$ cat src/sv/tpsi_pkg.sv
// Shared types and constants for the terrain patch LOD stitch indexer.
// No dependencies; used by tpsi_cell_front, tpsi_fan_seq and the top level.
package tpsi_pkg;

   localparam int IDX_W        = 11;
   localparam int NUM_SIDES    = 4;
   localparam int NUM_LOD_REGS = 3;
   localparam int REQ_DATA_W   = 24;
   localparam int RSP_DATA_W   = 40;
   localparam int RSP_PAD_W    = RSP_DATA_W - 3 * IDX_W;

   localparam logic [2:0] LOG2_MIN = 3'd2;
   localparam logic [2:0] LOG2_MAX = 3'd5;

   // register indexes of the configuration port
   localparam logic [1:0] REG_GRIDS_LOG2_LOD0 = 2'd0;
   localparam logic [1:0] REG_GRIDS_LOG2_LOD1 = 2'd1;
   localparam logic [1:0] REG_GRIDS_LOG2_LOD2 = 2'd2;

   typedef logic [NUM_LOD_REGS-1:0][2:0] lod_cfg_type;

   localparam lod_cfg_type GRIDS_LOG2_RESET = {3'd2, 3'd3, 3'd4};

   // side order is also the emission order; corner[s] is the first corner of side s
   typedef enum logic [1:0] {
      SIDE_TOP    = 2'd0,
      SIDE_RIGHT  = 2'd1,
      SIDE_BOTTOM = 2'd2,
      SIDE_LEFT   = 2'd3
   } side_type;

   typedef logic [IDX_W-1:0] idx_type;

   typedef struct packed {
      logic [4:0]                  cell_col;
      logic [4:0]                  cell_row;
      logic [NUM_SIDES-1:0][1:0]   side_lod;
      logic [1:0]                  patch_lod;
   } cell_req_type;

   typedef struct packed {
      logic                        err;
      idx_type                     centre;
      idx_type [NUM_SIDES-1:0]     corner;
      logic [NUM_SIDES-1:0]        fan;
      logic [NUM_SIDES-1:0][1:0]   shift;
      idx_type [NUM_SIDES-1:0]     delta;
      idx_type [NUM_SIDES-1:0]     start;
   } tri_job_type;

   // bottom and left fans walk their edge vertices backwards
   function automatic logic is_reverse(input side_type sd);
      return (sd == SIDE_BOTTOM) || (sd == SIDE_LEFT);
   endfunction

   // number of intermediate edge vertices on a side
   function automatic logic [2:0] fan_count(input logic fan, input logic [1:0] sh);
      logic [3:0] sub;
      sub = 4'd1 << sh;
      return fan ? 3'(sub - 4'd1) : 3'd0;
   endfunction

endpackage

$ cat src/sv/tpsi_cell_front.sv
// Five-stage elastic pipeline: level checks, cell geometry, vertex indices
// and fan start points for one cell. Depends on tpsi_pkg.
module tpsi_cell_front #(
   parameter int SIDE_VERTS = 33,
   parameter int LOD_COUNT  = 3
) (
   input  logic                   clock,
   input  logic                   reset,
   input  logic                   in_valid,
   output logic                   in_ready,
   input  tpsi_pkg::cell_req_type in_req,
   input  tpsi_pkg::lod_cfg_type  cfg,
   output logic                   out_valid,
   input  logic                   out_ready,
   output tpsi_pkg::tri_job_type  out_job
);
   import tpsi_pkg::*;

   localparam int CW = $clog2(SIDE_VERTS);
   localparam logic [CW-1:0] LAST_POS = CW'(SIDE_VERTS - 1);
   localparam logic [2:0] LOD_LIM = 3'(LOD_COUNT);

   function automatic logic [3:0] lod_log2(input logic [1:0] lod, input lod_cfg_type c);
      logic [2:0] lg;
      logic       bad;
      if ({1'b0, lod} >= LOD_LIM) begin
         bad = 1'b1;
         lg  = LOG2_MIN;
      end else begin
         case (lod)
            2'd0:    lg = c[0];
            2'd1:    lg = c[1];
            default: lg = c[2];
         endcase
         bad = (lg < LOG2_MIN) || (lg > LOG2_MAX);
      end
      return {bad, lg};
   endfunction

   function automatic idx_type vidx(input logic [CW-1:0] yy, input logic [CW-1:0] xx);
      logic [CW+8:0] t;
      t = (CW+9)'(yy) * (CW+9)'(SIDE_VERTS) + (CW+9)'(xx);
      return t[IDX_W-1:0];
   endfunction

   logic rdy1, rdy2, rdy3, rdy4, rdy5;

   // ---------------- stage 1: levels, range checks, border fans
   logic                      s1_valid_ff;
   logic                      s1_err_ff, s1_err_in;
   logic [2:0]                s1_p_ff, s1_p_in;
   logic [4:0]                s1_row_ff, s1_col_ff;
   logic                      s1_right_ff, s1_bottom_ff;
   logic [NUM_SIDES-1:0]      s1_border_in;
   logic [NUM_SIDES-1:0]      s1_fan_ff, s1_fan_in;
   logic [NUM_SIDES-1:0][1:0] s1_sh_ff, s1_sh_in;

   always_comb begin
      logic [NUM_SIDES-1:0][2:0] lg;
      logic       nb_bad;
      logic       p_bad;
      logic [5:0] g;
      logic [5:0] gm1;
      {p_bad, s1_p_in} = lod_log2(in_req.patch_lod, cfg);
      s1_err_in = p_bad;
      for (int sd = 0; sd < NUM_SIDES; sd++) begin
         {nb_bad, lg[sd]} = lod_log2(in_req.side_lod[sd], cfg);
         s1_err_in = s1_err_in | nb_bad;
      end
      g   = 6'd1 << s1_p_in;
      gm1 = g - 6'd1;
      if (({1'b0, in_req.cell_row} >= g) || ({1'b0, in_req.cell_col} >= g)) begin
         s1_err_in = 1'b1;
      end
      s1_border_in[SIDE_TOP]    = (in_req.cell_row == 5'd0);
      s1_border_in[SIDE_RIGHT]  = ({1'b0, in_req.cell_col} == gm1);
      s1_border_in[SIDE_BOTTOM] = ({1'b0, in_req.cell_row} == gm1);
      s1_border_in[SIDE_LEFT]   = (in_req.cell_col == 5'd0);
      for (int sd = 0; sd < NUM_SIDES; sd++) begin
         s1_fan_in[sd] = s1_border_in[sd] && (lg[sd] > s1_p_in);
         s1_sh_in[sd]  = 2'(lg[sd] - s1_p_in);
      end
   end

   always_ff @(posedge clock) begin
      if (reset) begin
         s1_valid_ff <= 1'b0;
      end else if (rdy1) begin
         s1_valid_ff <= in_valid;
      end
   end

   always_ff @(posedge clock) begin
      if (rdy1) begin
         s1_err_ff    <= s1_err_in;
         s1_p_ff      <= s1_p_in;
         s1_row_ff    <= in_req.cell_row;
         s1_col_ff    <= in_req.cell_col;
         s1_right_ff  <= s1_border_in[SIDE_RIGHT];
         s1_bottom_ff <= s1_border_in[SIDE_BOTTOM];
         s1_fan_ff    <= s1_fan_in;
         s1_sh_ff     <= s1_sh_in;
      end
   end

   // ---------------- stage 2: grid size, cell origin, fan step
   logic                        s2_valid_ff;
   logic                        s2_err_ff;
   logic [CW-1:0]               s2_s_ff, s2_s_in;
   logic [CW-1:0]               s2_x_ff, s2_x_in, s2_y_ff, s2_y_in;
   logic                        s2_right_ff, s2_bottom_ff;
   logic [NUM_SIDES-1:0]        s2_fan_ff;
   logic [NUM_SIDES-1:0][1:0]   s2_sh_ff;
   logic [NUM_SIDES-1:0][CW-1:0] s2_step_ff, s2_step_in;

   always_comb begin
      logic [CW+4:0] xp;
      logic [CW+4:0] yp;
      s2_s_in = LAST_POS >> s1_p_ff;
      xp = (CW+5)'(s1_col_ff) * (CW+5)'(s2_s_in);
      yp = (CW+5)'(s1_row_ff) * (CW+5)'(s2_s_in);
      s2_x_in = xp[CW-1:0];
      s2_y_in = yp[CW-1:0];
      for (int sd = 0; sd < NUM_SIDES; sd++) begin
         s2_step_in[sd] = s2_s_in >> s1_sh_ff[sd];
      end
   end

   always_ff @(posedge clock) begin
      if (reset) begin
         s2_valid_ff <= 1'b0;
      end else if (rdy2) begin
         s2_valid_ff <= s1_valid_ff;
      end
   end

   always_ff @(posedge clock) begin
      if (rdy2) begin
         s2_err_ff    <= s1_err_ff;
         s2_s_ff      <= s2_s_in;
         s2_x_ff      <= s2_x_in;
         s2_y_ff      <= s2_y_in;
         s2_right_ff  <= s1_right_ff;
         s2_bottom_ff <= s1_bottom_ff;
         s2_fan_ff    <= s1_fan_ff;
         s2_sh_ff     <= s1_sh_ff;
         s2_step_ff   <= s2_step_in;
      end
   end

   // ---------------- stage 3: far corner and centre coordinates
   logic                         s3_valid_ff;
   logic                         s3_err_ff;
   logic [CW-1:0]                s3_x_ff, s3_y_ff;
   logic [CW-1:0]                s3_x1_ff, s3_x1_in, s3_y1_ff, s3_y1_in;
   logic [CW-1:0]                s3_cx_ff, s3_cx_in, s3_cy_ff, s3_cy_in;
   logic [NUM_SIDES-1:0]         s3_fan_ff;
   logic [NUM_SIDES-1:0][1:0]    s3_sh_ff;
   logic [NUM_SIDES-1:0][CW-1:0] s3_step_ff;

   always_comb begin
      // last column/row snaps to the patch edge
      s3_x1_in = s2_right_ff  ? LAST_POS : s2_x_ff + s2_s_ff;
      s3_y1_in = s2_bottom_ff ? LAST_POS : s2_y_ff + s2_s_ff;
      s3_cx_in = s2_x_ff + (s2_s_ff >> 1);
      s3_cy_in = s2_y_ff + (s2_s_ff >> 1);
   end

   always_ff @(posedge clock) begin
      if (reset) begin
         s3_valid_ff <= 1'b0;
      end else if (rdy3) begin
         s3_valid_ff <= s2_valid_ff;
      end
   end

   always_ff @(posedge clock) begin
      if (rdy3) begin
         s3_err_ff  <= s2_err_ff;
         s3_x_ff    <= s2_x_ff;
         s3_y_ff    <= s2_y_ff;
         s3_x1_ff   <= s3_x1_in;
         s3_y1_ff   <= s3_y1_in;
         s3_cx_ff   <= s3_cx_in;
         s3_cy_ff   <= s3_cy_in;
         s3_fan_ff  <= s2_fan_ff;
         s3_sh_ff   <= s2_sh_ff;
         s3_step_ff <= s2_step_ff;
      end
   end

   // ---------------- stage 4: vertex indices of centre, corners and fan steps
   logic                      s4_valid_ff;
   logic                      s4_err_ff;
   idx_type                   s4_centre_ff, s4_centre_in;
   idx_type [NUM_SIDES-1:0]   s4_corner_ff, s4_corner_in;
   idx_type [NUM_SIDES-1:0]   s4_delta_ff, s4_delta_in;
   logic [NUM_SIDES-1:0]      s4_fan_ff;
   logic [NUM_SIDES-1:0][1:0] s4_sh_ff;

   always_comb begin
      s4_centre_in              = vidx(s3_cy_ff, s3_cx_ff);
      s4_corner_in[SIDE_TOP]    = vidx(s3_y_ff,  s3_x_ff);
      s4_corner_in[SIDE_RIGHT]  = vidx(s3_y_ff,  s3_x1_ff);
      s4_corner_in[SIDE_BOTTOM] = vidx(s3_y1_ff, s3_x1_ff);
      s4_corner_in[SIDE_LEFT]   = vidx(s3_y1_ff, s3_x_ff);
      s4_delta_in[SIDE_TOP]     = IDX_W'(s3_step_ff[SIDE_TOP]);
      s4_delta_in[SIDE_BOTTOM]  = IDX_W'(s3_step_ff[SIDE_BOTTOM]);
      s4_delta_in[SIDE_RIGHT]   = vidx(s3_step_ff[SIDE_RIGHT], '0);
      s4_delta_in[SIDE_LEFT]    = vidx(s3_step_ff[SIDE_LEFT], '0);
   end

   always_ff @(posedge clock) begin
      if (reset) begin
         s4_valid_ff <= 1'b0;
      end else if (rdy4) begin
         s4_valid_ff <= s3_valid_ff;
      end
   end

   always_ff @(posedge clock) begin
      if (rdy4) begin
         s4_err_ff    <= s3_err_ff;
         s4_centre_ff <= s4_centre_in;
         s4_corner_ff <= s4_corner_in;
         s4_delta_ff  <= s4_delta_in;
         s4_fan_ff    <= s3_fan_ff;
         s4_sh_ff     <= s3_sh_ff;
      end
   end

   // ---------------- stage 5: first intermediate vertex of each fan
   logic        s5_valid_ff;
   tri_job_type s5_job_ff, s5_job_in;

   always_comb begin
      side_type sd_t;
      side_type nx_t;
      s5_job_in.err    = s4_err_ff;
      s5_job_in.centre = s4_centre_ff;
      s5_job_in.corner = s4_corner_ff;
      s5_job_in.fan    = s4_fan_ff;
      s5_job_in.shift  = s4_sh_ff;
      s5_job_in.delta  = s4_delta_ff;
      for (int sd = 0; sd < NUM_SIDES; sd++) begin
         sd_t = side_type'(2'(sd));
         nx_t = side_type'(2'(sd + 1));
         // reversed fans start next to the side's first corner, offset from the far corner
         if (is_reverse(sd_t)) begin
            s5_job_in.start[sd] = s4_corner_ff[nx_t]
                                + (s4_delta_ff[sd] << s4_sh_ff[sd]) - s4_delta_ff[sd];
         end else begin
            s5_job_in.start[sd] = s4_corner_ff[sd] + s4_delta_ff[sd];
         end
      end
   end

   always_ff @(posedge clock) begin
      if (reset) begin
         s5_valid_ff <= 1'b0;
      end else if (rdy5) begin
         s5_valid_ff <= s4_valid_ff;
      end
   end

   always_ff @(posedge clock) begin
      if (rdy5) begin
         s5_job_ff <= s5_job_in;
      end
   end

   assign rdy5      = !s5_valid_ff || out_ready;
   assign rdy4      = !s4_valid_ff || rdy5;
   assign rdy3      = !s3_valid_ff || rdy4;
   assign rdy2      = !s2_valid_ff || rdy3;
   assign rdy1      = !s1_valid_ff || rdy2;
   assign in_ready  = rdy1;
   assign out_valid = s5_valid_ff;
   assign out_job   = s5_job_ff;

endmodule

$ cat src/sv/tpsi_fan_seq.sv
// Triangle sequencer: walks the four sides of one cell job, one triangle a
// cycle unless stalled, into a registered output. Depends on tpsi_pkg.
module tpsi_fan_seq (
   input  logic                                clock,
   input  logic                                reset,
   input  logic                                job_valid,
   output logic                                job_ready,
   input  tpsi_pkg::tri_job_type               job,
   output logic                                rsp_tvalid,
   input  logic                                rsp_tready,
   output logic [tpsi_pkg::RSP_DATA_W-1:0]     rsp_tdata,
   output logic                                rsp_tlast,
   output logic                                rsp_tuser
);
   import tpsi_pkg::*;

   logic        busy_ff, busy_in;
   side_type    side_ff, side_in;
   logic [2:0]  cnt_ff, cnt_in;
   idx_type     prev_ff, prev_in;
   idx_type     run_ff, run_in;
   tri_job_type job_ff;

   logic                  rsp_valid_ff, rsp_valid_in;
   logic [RSP_DATA_W-1:0] rsp_data_ff, rsp_data_in;
   logic                  rsp_last_ff, rsp_err_ff;

   logic       out_free, emit, finish, take;
   logic [1:0] nxt_code;
   side_type   nxt_side;
   idx_type    far_corner;
   idx_type    tri_a, tri_b, tri_c;

   always_comb begin
      nxt_code   = side_ff + 2'd1;
      nxt_side   = side_type'(nxt_code);
      far_corner = job_ff.corner[nxt_side];
      out_free   = !rsp_valid_ff || rsp_tready;
      emit       = busy_ff && out_free;
      finish     = job_ff.err || ((side_ff == SIDE_LEFT) && (cnt_ff == 3'd0));
      job_ready  = !busy_ff || (emit && finish);
      take       = job_valid && job_ready;

      busy_in = busy_ff;
      side_in = side_ff;
      cnt_in  = cnt_ff;
      prev_in = prev_ff;
      run_in  = run_ff;
      if (take) begin
         busy_in = 1'b1;
         side_in = SIDE_TOP;
         prev_in = job.corner[SIDE_TOP];
         run_in  = job.start[SIDE_TOP];
         cnt_in  = fan_count(job.fan[SIDE_TOP], job.shift[SIDE_TOP]);
      end else if (emit && finish) begin
         busy_in = 1'b0;
      end else if (emit) begin
         if (cnt_ff != 3'd0) begin
            prev_in = run_ff;
            run_in  = is_reverse(side_ff) ? run_ff - job_ff.delta[side_ff]
                                          : run_ff + job_ff.delta[side_ff];
            cnt_in  = cnt_ff - 3'd1;
         end else begin
            side_in = nxt_side;
            prev_in = far_corner;
            run_in  = job_ff.start[nxt_side];
            cnt_in  = fan_count(job_ff.fan[nxt_side], job_ff.shift[nxt_side]);
         end
      end

      if (job_ff.err) begin
         tri_a = '0;
         tri_b = '0;
         tri_c = '0;
      end else begin
         tri_a = job_ff.centre;
         tri_b = prev_ff;
         tri_c = (cnt_ff != 3'd0) ? run_ff : far_corner;
      end
      rsp_data_in  = {{RSP_PAD_W{1'b0}}, tri_c, tri_b, tri_a};
      rsp_valid_in = emit ? 1'b1 : (rsp_tready ? 1'b0 : rsp_valid_ff);
   end

   always_ff @(posedge clock) begin
      if (reset) begin
         busy_ff      <= 1'b0;
         side_ff      <= SIDE_TOP;
         cnt_ff       <= 3'd0;
         rsp_valid_ff <= 1'b0;
      end else begin
         busy_ff      <= busy_in;
         side_ff      <= side_in;
         cnt_ff       <= cnt_in;
         rsp_valid_ff <= rsp_valid_in;
      end
   end

   always_ff @(posedge clock) begin
      prev_ff <= prev_in;
      run_ff  <= run_in;
      if (take) begin
         job_ff <= job;
      end
      if (emit) begin
         rsp_data_ff <= rsp_data_in;
         rsp_last_ff <= finish;
         rsp_err_ff  <= job_ff.err;
      end
   end

   assign rsp_tvalid = rsp_valid_ff;
   assign rsp_tdata  = rsp_data_ff;
   assign rsp_tlast  = rsp_last_ff;
   assign rsp_tuser  = rsp_err_ff;

   // intermediate vertices only exist on fan sides
   assert property (@(posedge clock) disable iff (reset)
      busy_ff && !job_ff.err && (cnt_ff != 3'd0) |-> job_ff.fan[side_ff])
      else $error("fan counter running on a plain side");

   // an error transaction is a single zeroed triangle closing its cell
   assert property (@(posedge clock) disable iff (reset)
      rsp_tvalid && rsp_tuser |-> rsp_tlast && (rsp_tdata == '0))
      else $error("malformed error transaction");

   // the sequencer goes idle after the last triangle when nothing is queued
   assert property (@(posedge clock) disable iff (reset)
      busy_ff && emit && finish && !job_valid |=> !busy_ff)
      else $error("sequencer stayed busy after last triangle");

endmodule

$ cat src/sv/terrain_patch_lod_stitch_indexer.sv
// Top level of the terrain patch LOD stitch indexer: stream ports, config
// registers. Depends on tpsi_pkg, tpsi_cell_front and tpsi_fan_seq.
//
// Takes one grid cell per request transaction and returns its triangles as
// vertex index triples, top, right, bottom, left, one response transaction
// per triangle; tlast marks the cell's final triangle. A cell has 4
// triangles with no finer neighbour, up to 18 for a corner cell with two
// fanned borders; out-of-range cells or levels return one error triangle
// (tuser set). The triangle sequencer emits one triangle a cycle unless the
// response stalls; a 5-stage geometry pipeline in front of it accepts a new
// cell every cycle while there is room. Config writes are taken at any time,
// but must only be issued while the block is idle.
module terrain_patch_lod_stitch_indexer #(
   parameter int SIDE_VERTS = 33,
   parameter int LOD_COUNT  = 3
) (
   input  logic                              clock,
   input  logic                              reset,
   // fields from bit 0: patch_lod[1:0], left_lod[3:2], top_lod[5:4],
   // right_lod[7:6], bottom_lod[9:8], cell_row[14:10], cell_col[19:15]
   input  logic                              req_tvalid,
   output logic                              req_tready,
   input  logic [tpsi_pkg::REQ_DATA_W-1:0]   req_tdata,
   // fields from bit 0: vertex_a[10:0], vertex_b[21:11], vertex_c[32:22]
   output logic                              rsp_tvalid,
   input  logic                              rsp_tready,
   output logic [tpsi_pkg::RSP_DATA_W-1:0]   rsp_tdata,
   output logic                              rsp_tlast,   // last_triangle
   output logic                              rsp_tuser,   // request_error
   input  logic                              csr_valid,
   output logic                              csr_ready,
   input  logic [1:0]                        csr_index,
   input  logic [2:0]                        csr_wdata
);
   import tpsi_pkg::*;

   lod_cfg_type  grids_log2_ff, grids_log2_in;
   cell_req_type cell_req;
   logic         job_valid, job_ready;
   tri_job_type  job;

   assign csr_ready = 1'b1;

   always_comb begin
      grids_log2_in = grids_log2_ff;
      if (csr_valid) begin
         unique case (csr_index)
            REG_GRIDS_LOG2_LOD0: grids_log2_in[0] = csr_wdata;
            REG_GRIDS_LOG2_LOD1: grids_log2_in[1] = csr_wdata;
            REG_GRIDS_LOG2_LOD2: grids_log2_in[2] = csr_wdata;
            default: ;
         endcase
      end
   end

   always_ff @(posedge clock) begin
      if (reset) begin
         grids_log2_ff <= GRIDS_LOG2_RESET;
      end else begin
         grids_log2_ff <= grids_log2_in;
      end
   end

   always_comb begin
      cell_req.patch_lod             = req_tdata[1:0];
      cell_req.side_lod[SIDE_LEFT]   = req_tdata[3:2];
      cell_req.side_lod[SIDE_TOP]    = req_tdata[5:4];
      cell_req.side_lod[SIDE_RIGHT]  = req_tdata[7:6];
      cell_req.side_lod[SIDE_BOTTOM] = req_tdata[9:8];
      cell_req.cell_row              = req_tdata[14:10];
      cell_req.cell_col              = req_tdata[19:15];
   end

   tpsi_cell_front #(
      .SIDE_VERTS (SIDE_VERTS),
      .LOD_COUNT  (LOD_COUNT)
   ) u_front (
      .clock     (clock),
      .reset     (reset),
      .in_valid  (req_tvalid),
      .in_ready  (req_tready),
      .in_req    (cell_req),
      .cfg       (grids_log2_ff),
      .out_valid (job_valid),
      .out_ready (job_ready),
      .out_job   (job)
   );

   tpsi_fan_seq u_seq (
      .clock      (clock),
      .reset      (reset),
      .job_valid  (job_valid),
      .job_ready  (job_ready),
      .job        (job),
      .rsp_tvalid (rsp_tvalid),
      .rsp_tready (rsp_tready),
      .rsp_tdata  (rsp_tdata),
      .rsp_tlast  (rsp_tlast),
      .rsp_tuser  (rsp_tuser)
   );

endmodule

$ cat config.mk
export PLATFORM = sky130hd
export DESIGN_NAME = terrain_patch_lod_stitch_indexer
export DESIGN_NICKNAME = d
export VERILOG_FILES = /design/src/sv/tpsi_pkg.sv /design/src/sv/tpsi_cell_front.sv /design/src/sv/tpsi_fan_seq.sv /design/src/sv/terrain_patch_lod_stitch_indexer.sv
export SDC_FILE = /design/constraint.sdc
export NUM_CORES = 1
export LEC_CHECK = 0
export BUFFER_PORTS_ARGS = -buffer_cell sky130_fd_sc_hd__buf_2
export CAP_MARGIN = 25
export CORE_UTILIZATION = 59
export CTS_CLUSTER_DIAMETER = 120
export DETAILED_ROUTE_END_ITERATION = 10
export PLACE_DENSITY_LB_ADDON = 0.3
export SLEW_MARGIN = 20
export SYNTH_ARGS = -nofsm -noshare
export SYNTH_HDL_FRONTEND = slang
export SYNTH_SLANG_ARGS = --single-unit
$ cat constraint.sdc
create_clock -name clock -period 6.7 [get_ports clock]
set_input_delay 1.34 -clock clock [delete_from_list [all_inputs] [get_ports clock]]
set_output_delay 1.34 -clock clock [all_outputs]
set_load 0.01 [all_outputs]
==> key figures <==
Run status
  – Status: finished, final reports clean

Route
  – Drt total wl: approximately 55 mm
  – DR WL/cell: 19.8 um
  – Routed vias: around 16,000
  – Drt pass-1 iters: 5
  – Remaining DRCs: 0
  – DR iter-0 viols: 1,166
  – Post-DRT Antenna Nets: 0
  – Via-per-instance ratio: 5.62

Timing
  – Slew @ Worst Pin: between 900 and 1000 ps
  – Hold Violations, Final: 0
  – Max transition margin: approximately 35%
  – Fmax: ~190 MHz
  – Post-route minimum period: 5280 ps
  – # setup viols final: 0
  – RSZ-0062 raised after global routing: false
  – Pins Over Slew Limit: 0
  – Final Skew: between 10 and 15 ps
  – Final cycle utilization of the critical path: between 70% and 80%
  – Hold WS: about 410 ps
  – Setup_tns: 0 ps

Synthesis
  – EDFF count, synth: ~610
  – Post-Syn Area: 29,100 um^2
  – Synth Area in Compound Gates: 6.26%
  – Largest area contributor in the netlist: edfxtp_1
  – Main flop type after synthesis: edfxtp_1
  – Main area contributors after synthesis: edfxtp_1, ha_1, xnor2_1
  – Post-synthesis adder-cell area fraction: 9.97%
  – Multiplexer share of the synthesized area: roughly 4.7%
  – Largest family of logic cells by synthesized area: adder cells
  – Most frequent cell after synthesis: edfxtp_1
  – Post-Synth Simple-Gate Area: 6.70%
  – Yosys warnings: 0
  – Synthesized area per cell: 14.5 um^2
  – Flops & latches, synth: 630
  – Area share of the largest cell type after synthesis: between 60% and 70%
  – Post-synthesis sequential area ratio: 64.3%
  – Share of flip-flops with an asynchronous set or reset: 0%
  – Syn Inst Count: around 2,000
  – XOR/XNOR Fraction of Synth Area: under 10%
  – Synth cell count leaders: edfxtp_1, inv_1, ha_1
  – Synth cell types: 68

Floorplanning
  – Chip height: 224 um
  – Initial core utilization: 60.4%
  – Chip width: between 200 and 250 um
  – I/O pin count: just under 80
  – Core ar.: 48,100 um^2
  – Die ar.: roughly 50,000 um^2
  – Num rows: 80

Worst setup path
  – Critical path origin: u_seq.side_ff[0]
  – Critical-path top delay cell: dfxtp_2
  – Crit. End Element: primary output
  – Required @ worst endpoint: between 5000 and 6000 ps
  – CP delay by family, top: buffers and inverters
  – Worst Path Buf+Inv: 3
  – CP max stage delay: 960 ps
  – Worst Setup Start Kind: register
  – Crit path max fanout: 30
  – Reg2reg start: u_seq.side_ff[0]
  – Crit-path cells: buf_4 -> ha_1 -> a21oi_1 -> o21a_1 -> and3_1 -> nand4_1 -> buf_4 -> buf_2
  – CP Data Arrival Time: roughly 4000 ps
  – Critical path class: reg -> out
  – Worst path most repeated cell: buf_4

Power
  – Combinational share of power: between 15 and 20%
  – Internal Pwr Total: a little over 8000 uW
  – Net Sw Power: between 2000 and 3000 uW
  – Leakage: 0.0132 uW
  – PD cells: between 300 and 400 nW/um^2
  – Part of the power in the clock network: 32.6%
  – Part of the power in registers: 49.9%
  – Peak VDD IR: 0.221 mV
  – Switching share of total power: between 20% and 30%

Finish
  – Share of cells above drive strength 1: between 10% and 20%
  – Nets: approximately 2,300
  – Area delta synth->final: 11.1%
  – Core Util, Final: around two thirds
  – Fillers: 3,249
  – Diode count: 0

Clock tree
  – H-tree depth: 2
  – CTS tree: built
  – CTS clk-pin slew, worst paths: ~60 ps
  – Cts bufs inserted: 61
  – Later-pin clock latency in the skew report: 630 ps
  – CTS Buffer Depth: 3
  – Post-CTS Setup Inserts: 0
  – Post-cts resize count: 0
  – Clock root buffer master: clkbuf_16
  – Hold_buf cts: 0
  – # clock sinks: 630

Global route
  – First-pass GRT wire length: between 80 and 90 mm
  – Antenna violations before repair: 0
  – Global route overflow: 0
  – Largest net degree at the start of global routing: just over 100
  – Vias in the first global route: about 16,000
  – GRT Total Usage: 22.6%

Placement
  – Post-DP HPWL: slightly below 40 mm
  – Port bufs: 66
  – Global placement routability congestion: roughly 0.86

Hold path
  – Worst Hold Class: reg -> reg
  – HP Start: u_front.out_job[30]

Job
  – Max_cap viols: 0
[kinds of logic after synthesis]
| group | after synthesis |
|---|---|
| mux | 87 |
| fa+ha+maj | 209 |
| simple gates | 398 |
| other cells | 2 |
| flops | 630 |
| xor+xnor | 159 |
| compound gates | 290 |
| buf+inv | 236 |
[cell usage in the layout, fill, tap and decap left out, types with 8 or more instances in the layout]
| cell type | instances |
|---|---|
| a21o_1 | 39 |
| a21oi_1 | 113 |
| and2_1 | 20 |
| and3_1 | 8 |
| buf_2 | 66 |
| buf_4 | 15 |
| bufinv_16 | 14 |
| clkbuf_16 | 61 |
| clkinv_1 | 16 |
| clkinv_2 | 10 |
| conb_1 | 8 |
| dfxtp_1 | 20 |
| edfxtp_1 | 609 |
| fa_1 | 38 |
| ha_1 | 171 |
| inv_1 | 172 |
| mux2_2 | 10 |
| mux2i_1 | 40 |
| mux4_2 | 32 |
| nand2_1 | 68 |
| nand2b_1 | 14 |
| nand3_1 | 26 |
| nor2_1 | 135 |
| nor2b_1 | 51 |
| nor3_1 | 25 |
| o21ai_0 | 49 |
| o21bai_1 | 16 |
| or3_1 | 10 |
| xnor2_1 | 117 |
| xor2_1 | 42 |
[power groups by stage]
stage	Sequential, uW	Combinational [uW]	Clock [uW]
after detailed placement	5650	1910	0
after global placement	5620	1840	0
after CTS	5580	1940	3710
after global routing	5620	2160	3840
final	5580	1940	3640
after floorplan	5400	1530	0
[metal layers]
metal	routed length, um	GRT usage (%)
met3	2910	3.15
met4	2280	10.4
met5	0	0
met2	27500	39.1
met1	22800	28.4
[per-stage QoR]
| step | power, uW | instances | setup slack, ps | area [um^2] |
|---|---|---|---|---|
| CTS | 11200 | 2806 | 1310 | 32300 |
| detailed placement | 7560 | 2692 | 1980 | 30100 |
| global route | 11600 | 2806 | 1140 | 32300 |
| global placement | 7460 | 2692 | 2070 | 30100 |
| floorplan | 6930 | 2017 | 1350 | 29100 |
| finish | 11200 | 2806 | 1420 | 32300 |
[worst register-to-register path: stages (launching register included)]
cell,delay (ps)
dfxtp_2,960
mux4_1,800
or3_1,450
nor3_2,240
nand2b_1,130
o21ai_0,100
nand2_1,70
a22oi_1,240
ha_1,330
and3_1,230
a221oi_1,230
o21ai_0,210
xnor2_1,180
nand2_1,80
o21ai_0,130
a21oi_1,110
[cell type report]
cell class	instances	area [um^2]	share of cell area, %
well taps	656	821	2.54
flip-flops and latches	630	18700	57.9
clock inverters	46	622	1.93
clock buffers	68	1550	4.81
inverters	174	661	2.05
repair buffers	81	443	1.37
multi-input cells	1151	9490	29.4
[state kept, by name, indices dropped and copies added (netlist names), 8 cells and up]
register and cells:
u_front.out_job 146, u_seq.job_ff 146, u_front.s4_corner_ff 44, u_front.s4_delta_ff 34, u_seq.rsp_tdata 33, u_front.s2_step_ff 24
u_front.s3_step_ff 24, u_front.s4_centre_ff 11, u_seq.prev_ff 11, u_seq.run_ff 11, grids_log2_ff 9, u_front.s1_sh_ff 8
u_front.s2_sh_ff 8, u_front.s3_sh_ff 8, u_front.s4_sh_ff 8
[path summary, 6_finish.rpt]
kind,to,depth (start not counted),slack (ps)
max,req_tready,8,1420
min,u_seq.job_ff[30],0,410
max reg2reg,u_seq.run_ff[8],15,1940
min reg2reg,u_seq.job_ff[30],0,410
No activity file was read; power rests on OpenSTA's default activity.
